==> src/rtl/core/tafps_pkg.sv <==
package tafps_pkg;

  localparam int TAPS      = 4;
  localparam int SAMPLE_W  = 12;
  localparam int DATA_W    = 16;
  localparam int GAIN_W    = 24;
  localparam int CFG_IDX_W = 3;
  localparam int PULSE_W   = 12;
  localparam int FRAC_BITS = 24;

  // shared multiplier operand and result widths
  localparam int A_W    = 34;
  localparam int B_W    = 25;
  localparam int PROD_W = 42;
  localparam int ACC_W  = 43;

  localparam logic [CFG_IDX_W-1:0] REG_SETPOINT_X = 3'd0;
  localparam logic [CFG_IDX_W-1:0] REG_SETPOINT_Y = 3'd1;
  localparam logic [CFG_IDX_W-1:0] REG_GAIN_P     = 3'd2;
  localparam logic [CFG_IDX_W-1:0] REG_GAIN_D     = 3'd3;
  localparam logic [CFG_IDX_W-1:0] REG_GAIN_I     = 3'd4;

  localparam logic [GAIN_W-1:0] GAIN_P_RST = 24'd436208;
  localparam logic [GAIN_W-1:0] GAIN_D_RST = 24'd2013266;
  localparam logic [GAIN_W-1:0] GAIN_I_RST = 24'd1678;

  localparam logic AXIS_X = 1'b1;

  localparam int F_MIN      = -200;
  localparam int F_MAX_X    = 210;
  localparam int F_MAX_Y    = 230;
  localparam int SPAN_X     = F_MAX_X - F_MIN;
  localparam int SPAN_Y     = F_MAX_Y - F_MIN;
  localparam int PULSE_SPAN = 1200;
  localparam int PULSE_MIN  = 900;
  localparam int PULSE_MAX  = 2100;

  // floor(n/6) = (n * RECIP6) >> RECIP6_SH, exact for n < 2^19
  localparam int RECIP6_SH = 21;
  localparam int RECIP6    = ((1 << RECIP6_SH) + 5) / 6;

  // 1200 / 2^24 = 75 / 2^20
  localparam int SCALE_SH  = 20;
  localparam int SCALE_MUL = PULSE_SPAN / (1 << (FRAC_BITS - SCALE_SH));

  // floor(w/span) = (w * RECIP_SPAN) >> SPAN_SH, exact for w < 1200*span
  localparam int SPAN_SH      = 28;
  localparam int RECIP_SPAN_X = ((1 << SPAN_SH) + SPAN_X - 1) / SPAN_X;
  localparam int RECIP_SPAN_Y = ((1 << SPAN_SH) + SPAN_Y - 1) / SPAN_Y;

  localparam longint LIM_X    = longint'(SPAN_X) << FRAC_BITS;
  localparam longint LIM_Y    = longint'(SPAN_Y) << FRAC_BITS;
  localparam longint ACC_INIT = longint'(-F_MIN) << FRAC_BITS;

  typedef enum logic [13:0] {
    S_IDLE  = 14'b00000000000001,
    S_NUM   = 14'b00000000000010,
    S_DIV6  = 14'b00000000000100,
    S_Y     = 14'b00000000001000,
    S_ERR   = 14'b00000000010000,
    S_DERIV = 14'b00000000100000,
    S_MP    = 14'b00000001000000,
    S_MD    = 14'b00000010000000,
    S_MI    = 14'b00000100000000,
    S_ACC   = 14'b00001000000000,
    S_RANGE = 14'b00010000000000,
    S_SCALE = 14'b00100000000000,
    S_REC   = 14'b01000000000000,
    S_PULSE = 14'b10000000000000
  } state_e;

  typedef struct packed {
    logic [A_W-1:0] op_a;
    logic [B_W-1:0] op_b;
    logic           acc_init;
    logic           acc_sub;
  } mac_ctrl_t;

endpackage

==> src/rtl/core/two_axis_filtered_pid_servo_top.sv <==
// One item in flight: a new item is accepted only after the previous result is
// loaded into the output register. Each item makes six passes through the single
// shared 34x25 multiplier (filter divide, three PID gains, pulse scaling, span divide).
// A result not yet taken from the output register holds the next item at the
// pulse scaling step.
// Reset (async, active low): history and setpoints cleared, default gains, output empty.
module two_axis_filtered_pid_servo_top import tafps_pkg::*; (
  input  logic                       clk_i,
  input  logic                       rst_ni,
  input  logic                       cfg_we_i,
  input  logic [CFG_IDX_W-1:0]       cfg_index_i,
  input  logic [GAIN_W-1:0]          cfg_data_i,
  input  logic                       in_valid_i,
  output logic                       in_ready_o,
  input  logic                       axis_i,
  input  logic [SAMPLE_W-1:0]        position_sample_i,
  output logic                       out_valid_o,
  input  logic                       out_ready_i,
  output logic                       axis_out_o,
  output logic [PULSE_W-1:0]         pulse_width_us_o,
  output logic signed [DATA_W-1:0]   filtered_position_o
);

  function automatic logic signed [DATA_W-1:0] sat16(input logic signed [DATA_W:0] v);
    logic signed [DATA_W-1:0] r;
    if (v[DATA_W] != v[DATA_W-1]) begin
      r = v[DATA_W] ? {1'b1, {(DATA_W-1){1'b0}}} : {1'b0, {(DATA_W-1){1'b1}}};
    end else begin
      r = v[DATA_W-1:0];
    end
    return r;
  endfunction

  state_e state_q, state_d;

  logic [SAMPLE_W-1:0] setpoint_x_q, setpoint_y_q;
  logic [GAIN_W-1:0]   gain_p_q, gain_d_q, gain_i_q;

  logic [SAMPLE_W-1:0]      hist_q [2][TAPS];
  logic signed [DATA_W-1:0] yh_q   [2][2];
  logic signed [DATA_W-1:0] prev_err_q [2];
  logic signed [DATA_W-1:0] esum_q [2];

  logic                     axis_q;
  logic                     neg_q;
  logic [16:0]              num_abs_q;
  logic signed [DATA_W-1:0] y_q, e_q, de_q;
  logic                     lo_q, hi_q;

  logic                     out_valid_q;
  logic                     out_axis_q;
  logic [PULSE_W-1:0]       out_pulse_q;
  logic signed [DATA_W-1:0] out_y_q;

  mac_ctrl_t                mac_ctrl;
  logic signed [PROD_W-1:0] prod;
  logic signed [ACC_W-1:0]  acc;

  logic                     accept;
  logic                     out_load;
  logic [15:0]              tap_sum;
  logic [17:0]              num;
  logic [14:0]              quot6;
  logic signed [DATA_W-1:0] y_new;
  logic [SAMPLE_W-1:0]      setpoint;
  logic [18:0]              scaled_w;
  logic [10:0]              pulse_ofs;
  logic [PULSE_W-1:0]       pulse;

  assign accept   = in_valid_i && in_ready_o;
  assign out_load = (state_q == S_PULSE) && (!out_valid_q || out_ready_i);

  assign in_ready_o = (state_q == S_IDLE);

  // filter numerator: x0 + 3x1 + 3x2 + x3 - 2*y[n-2]
  assign tap_sum = 16'(hist_q[axis_q][0]) + 16'(hist_q[axis_q][3])
                 + 16'(hist_q[axis_q][1]) * 16'd3 + 16'(hist_q[axis_q][2]) * 16'd3;
  assign num     = 18'(tap_sum) - (18'(yh_q[axis_q][1]) <<< 1);

  assign quot6     = prod[RECIP6_SH+14:RECIP6_SH];
  assign y_new     = neg_q ? -$signed({1'b0, quot6}) : $signed({1'b0, quot6});
  assign setpoint  = (axis_q == AXIS_X) ? setpoint_x_q : setpoint_y_q;
  assign scaled_w  = prod[SCALE_SH+18:SCALE_SH];
  assign pulse_ofs = prod[SPAN_SH+10:SPAN_SH];

  always_comb begin
    if (lo_q) begin
      pulse = PULSE_W'(PULSE_MIN);
    end else if (hi_q) begin
      pulse = PULSE_W'(PULSE_MAX);
    end else begin
      pulse = PULSE_W'(PULSE_MIN) + PULSE_W'(pulse_ofs);
    end
  end

  // operand select for the shared multiplier
  always_comb begin
    mac_ctrl = '0;
    case (state_q)
      S_DIV6: begin
        mac_ctrl.op_a = A_W'(num_abs_q);
        mac_ctrl.op_b = B_W'(RECIP6);
      end
      S_MP: begin
        mac_ctrl.op_a = A_W'(e_q);
        mac_ctrl.op_b = B_W'(gain_p_q);
      end
      S_MD: begin
        mac_ctrl.op_a     = A_W'(de_q);
        mac_ctrl.op_b     = B_W'(gain_d_q);
        mac_ctrl.acc_init = 1'b1;
      end
      S_MI: begin
        mac_ctrl.op_a    = A_W'(esum_q[axis_q]);
        mac_ctrl.op_b    = B_W'(gain_i_q);
        mac_ctrl.acc_sub = 1'b1;
      end
      S_ACC: begin
        mac_ctrl.acc_sub = 1'b1;
      end
      S_SCALE: begin
        // only used when 0 < u < span*2^24, so u fits in 33 bits
        mac_ctrl.op_a = A_W'(acc[32:0]);
        mac_ctrl.op_b = B_W'(SCALE_MUL);
      end
      S_REC: begin
        mac_ctrl.op_a = A_W'(scaled_w);
        mac_ctrl.op_b = (axis_q == AXIS_X) ? B_W'(RECIP_SPAN_X) : B_W'(RECIP_SPAN_Y);
      end
      default: begin
        mac_ctrl = '0;
      end
    endcase
  end

  tafps_mac u_mac (
    .clk_i  (clk_i),
    .ctrl_i (mac_ctrl),
    .prod_o (prod),
    .acc_o  (acc)
  );

  always_comb begin
    state_d = state_q;
    case (state_q)
      S_IDLE:  if (accept) state_d = S_NUM;
      S_NUM:   state_d = S_DIV6;
      S_DIV6:  state_d = S_Y;
      S_Y:     state_d = S_ERR;
      S_ERR:   state_d = S_DERIV;
      S_DERIV: state_d = S_MP;
      S_MP:    state_d = S_MD;
      S_MD:    state_d = S_MI;
      S_MI:    state_d = S_ACC;
      S_ACC:   state_d = S_RANGE;
      S_RANGE: state_d = S_SCALE;
      // wait here while the output register is full: acc holds, so the
      // scaling product is recomputed unchanged every cycle
      S_SCALE: if (!out_valid_q || out_ready_i) state_d = S_REC;
      S_REC:   state_d = S_PULSE;
      S_PULSE: if (out_load) state_d = S_IDLE;
      default: state_d = S_IDLE;
    endcase
  end

  always_ff @(posedge clk_i or negedge rst_ni) begin
    if (!rst_ni) begin
      state_q      <= S_IDLE;
      setpoint_x_q <= '0;
      setpoint_y_q <= '0;
      gain_p_q     <= GAIN_P_RST;
      gain_d_q     <= GAIN_D_RST;
      gain_i_q     <= GAIN_I_RST;
      out_valid_q  <= 1'b0;
      for (int a = 0; a < 2; a++) begin
        for (int k = 0; k < TAPS; k++) begin
          hist_q[a][k] <= '0;
        end
        yh_q[a][0]    <= '0;
        yh_q[a][1]    <= '0;
        prev_err_q[a] <= '0;
        esum_q[a]     <= '0;
      end
    end else begin
      state_q <= state_d;

      if (cfg_we_i) begin
        case (cfg_index_i)
          REG_SETPOINT_X: setpoint_x_q <= cfg_data_i[SAMPLE_W-1:0];
          REG_SETPOINT_Y: setpoint_y_q <= cfg_data_i[SAMPLE_W-1:0];
          REG_GAIN_P:     gain_p_q     <= cfg_data_i;
          REG_GAIN_D:     gain_d_q     <= cfg_data_i;
          REG_GAIN_I:     gain_i_q     <= cfg_data_i;
          default:        ;
        endcase
      end

      if (accept) begin
        for (int k = TAPS - 1; k > 0; k--) begin
          hist_q[axis_i][k] <= hist_q[axis_i][k-1];
        end
        hist_q[axis_i][0] <= position_sample_i;
      end

      if (state_q == S_Y) begin
        yh_q[axis_q][1] <= yh_q[axis_q][0];
        yh_q[axis_q][0] <= y_new;
      end

      if (state_q == S_DERIV) begin
        prev_err_q[axis_q] <= e_q;
        esum_q[axis_q]     <= sat16(17'(esum_q[axis_q]) + 17'(e_q));
      end

      if (out_load) begin
        out_valid_q <= 1'b1;
      end else if (out_ready_i) begin
        out_valid_q <= 1'b0;
      end
    end
  end

  // datapath registers, no reset
  always_ff @(posedge clk_i) begin
    if (accept) begin
      axis_q <= axis_i;
    end
    if (state_q == S_NUM) begin
      neg_q     <= num[17];
      num_abs_q <= 17'(num[17] ? -num : num);
    end
    if (state_q == S_Y) begin
      y_q <= y_new;
    end
    if (state_q == S_ERR) begin
      e_q <= sat16(17'(y_q) - $signed({5'b0, setpoint}));
    end
    if (state_q == S_DERIV) begin
      de_q <= sat16(17'(e_q) - 17'(prev_err_q[axis_q]));
    end
    if (state_q == S_RANGE) begin
      lo_q <= acc[ACC_W-1] || (acc == '0);
      hi_q <= (axis_q == AXIS_X) ? (acc >= ACC_W'(LIM_X)) : (acc >= ACC_W'(LIM_Y));
    end
    if (out_load) begin
      out_axis_q  <= axis_q;
      out_pulse_q <= pulse;
      out_y_q     <= y_q;
    end
  end

  assign out_valid_o         = out_valid_q;
  assign axis_out_o          = out_axis_q;
  assign pulse_width_us_o    = out_pulse_q;
  assign filtered_position_o = out_y_q;

endmodule

==> src/rtl/core/tafps_mac.sv <==
module tafps_mac import tafps_pkg::*; (
  input  logic                     clk_i,
  input  mac_ctrl_t                ctrl_i,
  output logic signed [PROD_W-1:0] prod_o,
  output logic signed [ACC_W-1:0]  acc_o
);

  logic signed [A_W+B_W-1:0] full;
  logic signed [PROD_W-1:0]  prod_q;
  logic signed [ACC_W-1:0]   acc_q, acc_d;

  assign full = $signed(ctrl_i.op_a) * $signed(ctrl_i.op_b);

  always_comb begin
    acc_d = acc_q;
    if (ctrl_i.acc_init) begin
      acc_d = ACC_W'(ACC_INIT) - ACC_W'(prod_q);
    end else if (ctrl_i.acc_sub) begin
      acc_d = acc_q - ACC_W'(prod_q);
    end
  end

  always_ff @(posedge clk_i) begin
    prod_q <= PROD_W'(full);
    acc_q  <= acc_d;
  end

  assign prod_o = prod_q;
  assign acc_o  = acc_q;

endmodule

==> config.mk <==
export PLATFORM = sky130hd
export DESIGN_NAME = two_axis_filtered_pid_servo_top
export DESIGN_NICKNAME = d
export VERILOG_FILES = /design/src/rtl/core/tafps_pkg.sv /design/src/rtl/core/two_axis_filtered_pid_servo_top.sv /design/src/rtl/core/tafps_mac.sv
export SDC_FILE = /design/constraint.sdc
export NUM_CORES = 2
export LEC_CHECK = 0
export ABC_AREA = 1
export BUFFER_PORTS_ARGS = -buffer_cell sky130_fd_sc_hd__buf_2
export CAP_MARGIN = 5
export CORE_AREA = 2 2 306 308
export DETAILED_ROUTE_END_ITERATION = 10
export DIE_AREA = 0 0 308 310
export GPL_ROUTABILITY_DRIVEN = 0
export PLACE_DENSITY_LB_ADDON = 0.1
export SKIP_CTS_REPAIR_TIMING = 1
export SYNTH_ARGS = -nofsm -noshare
export SYNTH_HDL_FRONTEND = slang
export SYNTH_HIERARCHICAL = 1
export SYNTH_SLANG_ARGS = --single-unit
==> constraint.sdc <==
create_clock -name clk_i -period 7.3 [get_ports clk_i]
set_input_delay 0.365 -clock clk_i [delete_from_list [all_inputs] [get_ports clk_i]]
set_output_delay 0.365 -clock clk_i [all_outputs]
set_load 0.005 [all_outputs]
# Yosys cells after proc, flatten, opt, wreduce, memory -nomap -nowiden
# Cells that the tools add are included.
[totals] regBits=518 in_bits=45
[classes] add_sub_neg=12 n_mul=3 order_cmp=6 n_eq_ne=24 mux=61 n_bitwise=2 n_reduce_logical=19
[ops] cell="96-bit bitwise mux" count=4
[ops] cell="59-bit one-hot mux with 6 select lines" count=1
[ops] cell="48-bit 2-to-1 mux" count=7
[ops] cell="16-bit 2-to-1 mux" count=16
[ops] cell="14-bit one-hot mux with 14 select lines" count=1
[ops] cell="48-bit demux with 1-bit select" count=4
[ops] cell="64-bit bitwise mux" count=2
[ops] cell="32-bit 2-to-1 mux" count=4
[ops] cell="43-bit by 34-bit greater-or-equal comparator with 1-bit output (second input constant)" count=2
[ops] cell="43-bit 2-to-1 mux" count=2
[ops] cell="32-bit bitwise mux" count=2
[ops] cell="32-bit demux with 1-bit select" count=2
[ops] cell="43-bit zero test" count=1
[ops] cell="33-bit by 42-bit subtractor with 43-bit output (first input constant)" count=1
[ops] cell="43-bit by 42-bit subtractor with 43-bit output" count=1
[ops] cell="34-bit by 25-bit multiplier with 42-bit output" count=1
[ops] cell="14-bit 2-to-1 mux" count=3
[ops] cell="12-bit 2-to-1 mux" count=3
[ops] cell="36-bit 2-to-1 mux" count=1
[ops] cell="12-bit by 2-bit multiplier with 14-bit output (second input constant)" count=2
[ops] cell="24-bit 2-to-1 mux" count=1
[ops] cell="17-bit by 17-bit subtractor with 18-bit output" count=1
[ops] cell="16-bit by 16-bit adder with 17-bit output" count=1
[ops] cell="17-bit 2-to-1 mux" count=1
[ops] cell="42 further kinds" count=63

# Longest topological paths before layout
[depth] ltp_word=10 depth_mapped=41

# By module
# Netlist, hierarchy kept.
[by_module_without_submodules] mod="tafps_mac" n_inst=1 cells_each=3993 area_per_inst_um2=29773.6 seq_area_each_um2=2132.0
[by_module_without_submodules] mod="two_axis_filtered_pid_servo_top" n_inst=1 cells_each=3075 area_per_inst_um2=24990.2 seq_area_each_um2=11362.1

# Worst setup path before layout
# Ideal clock, no wire load.
[synth_timing] path_kind="flip-flop to flip-flop" startpoint="reg state_q[9]" endpoint="reg u_mac.prod_q[29], in the netlist u_mac/prod_o[29]" setup_ns=0.072 arrival_ns=7.184 t_required_ns=7.228 path_slack_ns=0.044 path_stages_with_launch=35 path_buffers=3 period_less_slack_ns=7.256 path_cell_list="dfrtp_1 -> nor2_2 -> nand3_1 -> nor2_4 -> nand3_2 -> clkinv_2 -> clkbuf_1 -> nand2_1 -> nand3_1 -> clkbuf_1 -> buf_1 -> nand2_1 -> fa_1 -> fa_1 -> inv_1 -> fa_1 -> inv_1 -> fa_1 -> inv_1 -> fa_1 -> fa_1 -> inv_1 -> fa_1 -> inv_1 -> ha_1 -> nand2_1 -> nor2_1 -> inv_2 -> nor2_4 -> and3_1 -> nand2_1 -> nand3_2 -> nand2_1 -> nand2_1 -> xor2_1"
[synth_rtl] element="from (decl)" line="two_axis_filtered_pid_servo_top.sv:34" source="state_e state_q, state_d;"
[synth_rtl] element="from (signal assigned)" line="two_axis_filtered_pid_servo_top.sv:185" source="state_q <= state_d;"
[synth_rtl] element="to (signal assigned)" line="tafps_mac.sv:24" source="prod_q <= PROD_W'(full);"
[synth_rtl] element="to (decl)" line="tafps_mac.sv:9" source="logic signed [PROD_W-1:0] prod_q;"

==> metrics.txt <==
status=finished with violations; failing checks=setup timing; clock latency on the worst-skew pair=0.69 ns; Placed Cells=8486; yosys warns=6; area leader, netlist=fa_1; asr flop ratio synth=64.67%; initial drt markers=5093; syn avg cell area=7.748 µm²; pin count of the biggest net entering global routing=130; Fmax achieved=0.1345 GHz; Hold WC Path Type=in -> reg; Filler Cells Inserted=7442; routed vias=47270; Final Critical Period=7.436 ns; Reg area=0.01349 mm²; Setup crit start kind=flip-flop; Post-DRT Antenna Nets=0; Max Cap Viol=0; Top Ports=76; worst endpoint data arrival time=8.05 ns; vias per cell=5.439; CTS H-Tree Depth=2; Remaining DRCs=0; Synth cell types=67; worst slew pin tran=1.284 ns; drt wl/cell=18.95 µm; die height=310 µm; Tot GR Track Use=34.18%; post-route clock period utilization=101.9%; floorplan row count=112; Layout Cells excl Fill=8691; initial antenna violation count=1; CP max-delay cell=fa_1; CTS buffer count=58; met3 wire length=17900 µm; area occupied by multi-input gates=0.03509 mm²; total wire length=164700 µm; Top Layer Used=met5; CORE AREA=0.09249 mm²; EDFF count, synth=141; Final Max Tran Viols=0; Clk pin slew, worst setup/hold paths=0.06 ns; TritonCTS clock tree=built; register area share after synthesis=24.64%; critical path's largest stage delay=0.56 ns; CTS Sinks=518; top cells by count, synth=nand2_1, inv_1, fa_1; synth top area cells=fa_1, nand2_1, dfrtp_1, inv_1, edfxtp_1; PnR worst setup slack=-0.1358 ns; Critical Path Fanout Max=7; IO Port Bufs=75; worst clock skew=0.07823 ns; crit path kind=reg -> reg; Seq cells post-synth=518; die area=0.09548 mm²; vias in the first global route=45560; TritonRoute pass-1 iters=6; nets@finish=8422; wire length on met2=72900 µm; Final Hold Fails=0; RSZ-0062 raised after global routing=true; first-pass GRT wire length=252800 µm; Fin Setup TNS=-0.8527 ns; share of layout cells above drive strength 1=14.93%; Mapped Area=0.05476 mm²; root buf cell=clkbuf_16; Crit. End Element=flip-flop; HPWL Detailed=128700 µm; count leader, synth=nand2_1; worst path required time=7.91 ns; CTS Buffer Depth=3; grt ovf=0; Initial Utilization=59.21%; Main synth FF type=dfrtp_1; met1 wire length=68470 µm; Placed Area=0.05948 mm²; die width=308 µm; post-synth top area share=24.53%; fin area=0.06403 mm²; Post-Syn Instances=7068; count of final setup violators=14; Area growth syn-to-layout=16.92%; max_slew headroom=14.40%
## critical path, delay by kind of cell (launching register included)
kind,cells,cell delay (ns)
AO/OA/AOI/OAI,1,0.25
AND/OR/NAND/NOR,12,1.28
XOR/XNOR,1,0.15
adder cells (fa/ha/maj),8,3.94
flip-flops,1,0.54
buffers and inverters,11,1.21
## metal layers
layer / up-vias / track usage [%]
met1: 22950 / 49.96
li1: 21780 / -
met5: - / 0
met3: 308 / 6.757
met2: 2226 / 52.51
met4: 2 / 8.542
## final timing paths
kind                                    end  startpoint  cells after the start  slack (ns)
hold reg to reg                  hist_q[49]  hist_q[49]                      2        0.47
min in group asynchronous        hist_q[28]      rst_ni                      2        0.26
max in group asynchronous     prev_err_q[8]      rst_ni                      3        5.62
setup reg to reg           u_mac/prod_o[40]  state_q[0]                     33       -0.14
hold / removal                   state_q[1]  in_valid_i                      3        0.02
setup / recovery           u_mac/prod_o[40]  state_q[0]                     33       -0.14
## sequential cells by signal, indices dropped and copies added, names as in the netlist, 12 cells and up
register             cells
hist_q                  96
gain_i_q                24
num_abs_q               17
pulse_width_us_o        12
gain_d_q                24
prev_err_q              32
setpoint_y_q            12
e_q                     16
u_mac/acc_o             43
de_q                    16
esum_q                  32
yh_q                    64
gain_p_q                24
state_q                 14
y_q                     16
setpoint_x_q            12
u_mac/prod_o            42
filtered_position_o     16
## final cells by class
type                            instances  area share (%)
Multi-Input combinational cell       4582           54.80
Sequential cell                       518           21.08
Inverter                             1692           9.947
Timing Repair Buffer                  591           8.735
Clock buffer                           69           2.384
Tap cell                             1197           2.339
Clock inverter                         41          0.7133
Antenna cell                            1        0.003908
## layout by cell type, fill, tap and decap left out, types with 48 or more instances in the layout
cell / synthesis / layout
nand2_2: 25 / 48
buf_12: 0 / 68
fa_1: 671 / 641
dfrtp_1: 306 / 306
o21ai_0: 370 / 336
clkbuf_16: 0 / 70
buf_2: 51 / 75
inv_1: 1657 / 1630
nand2_1: 2050 / 2018
nor2_1: 292 / 257
ha_1: 263 / 234
o21ai_1: 61 / 77
buf_4: 5 / 370
nand3_1: 200 / 190
edfxtp_1: 141 / 141
inv_2: 32 / 56
a21oi_1: 173 / 137
xor2_1: 108 / 106
## per-stage QoR
| stage | utilization, % | setup WS, ns | hold slack (ns) |
|---|---|---|---|
| after floorplan | - | 0.04415 | 0.06941 |
| after global placement | 64.31 | -0.1250 | 0.4108 |
| after detailed placement | 64.31 | -0.2912 | 0.4082 |
| after CTS | 66.45 | -0.3062 | -0.3015 |
| after global routing | 69.22 | -0.4275 | 0.02842 |
| final | 69.23 | -0.1358 | 0.02393 |
## cell families after synthesis
| group | Yosys count | share of synthesized area [%] |
|---|---|---|
| AOI/OAI and AO/OA | 734 | 7.466 |
| xor gates and xnor gates | 146 | 2.335 |
| buffers and inverters | 1971 | 13.98 |
| muxes | 37 | 0.6763 |
| and+or+nand+nor | 2727 | 20.36 |
| other | 1 | 0.006848 |
| adders and majority gates | 934 | 30.54 |
| DFF | 518 | 24.64 |
Power is left out: the tool's default activity adds up to more than one toggle a clock period on the data nets, which glitch-free logic cannot reach.
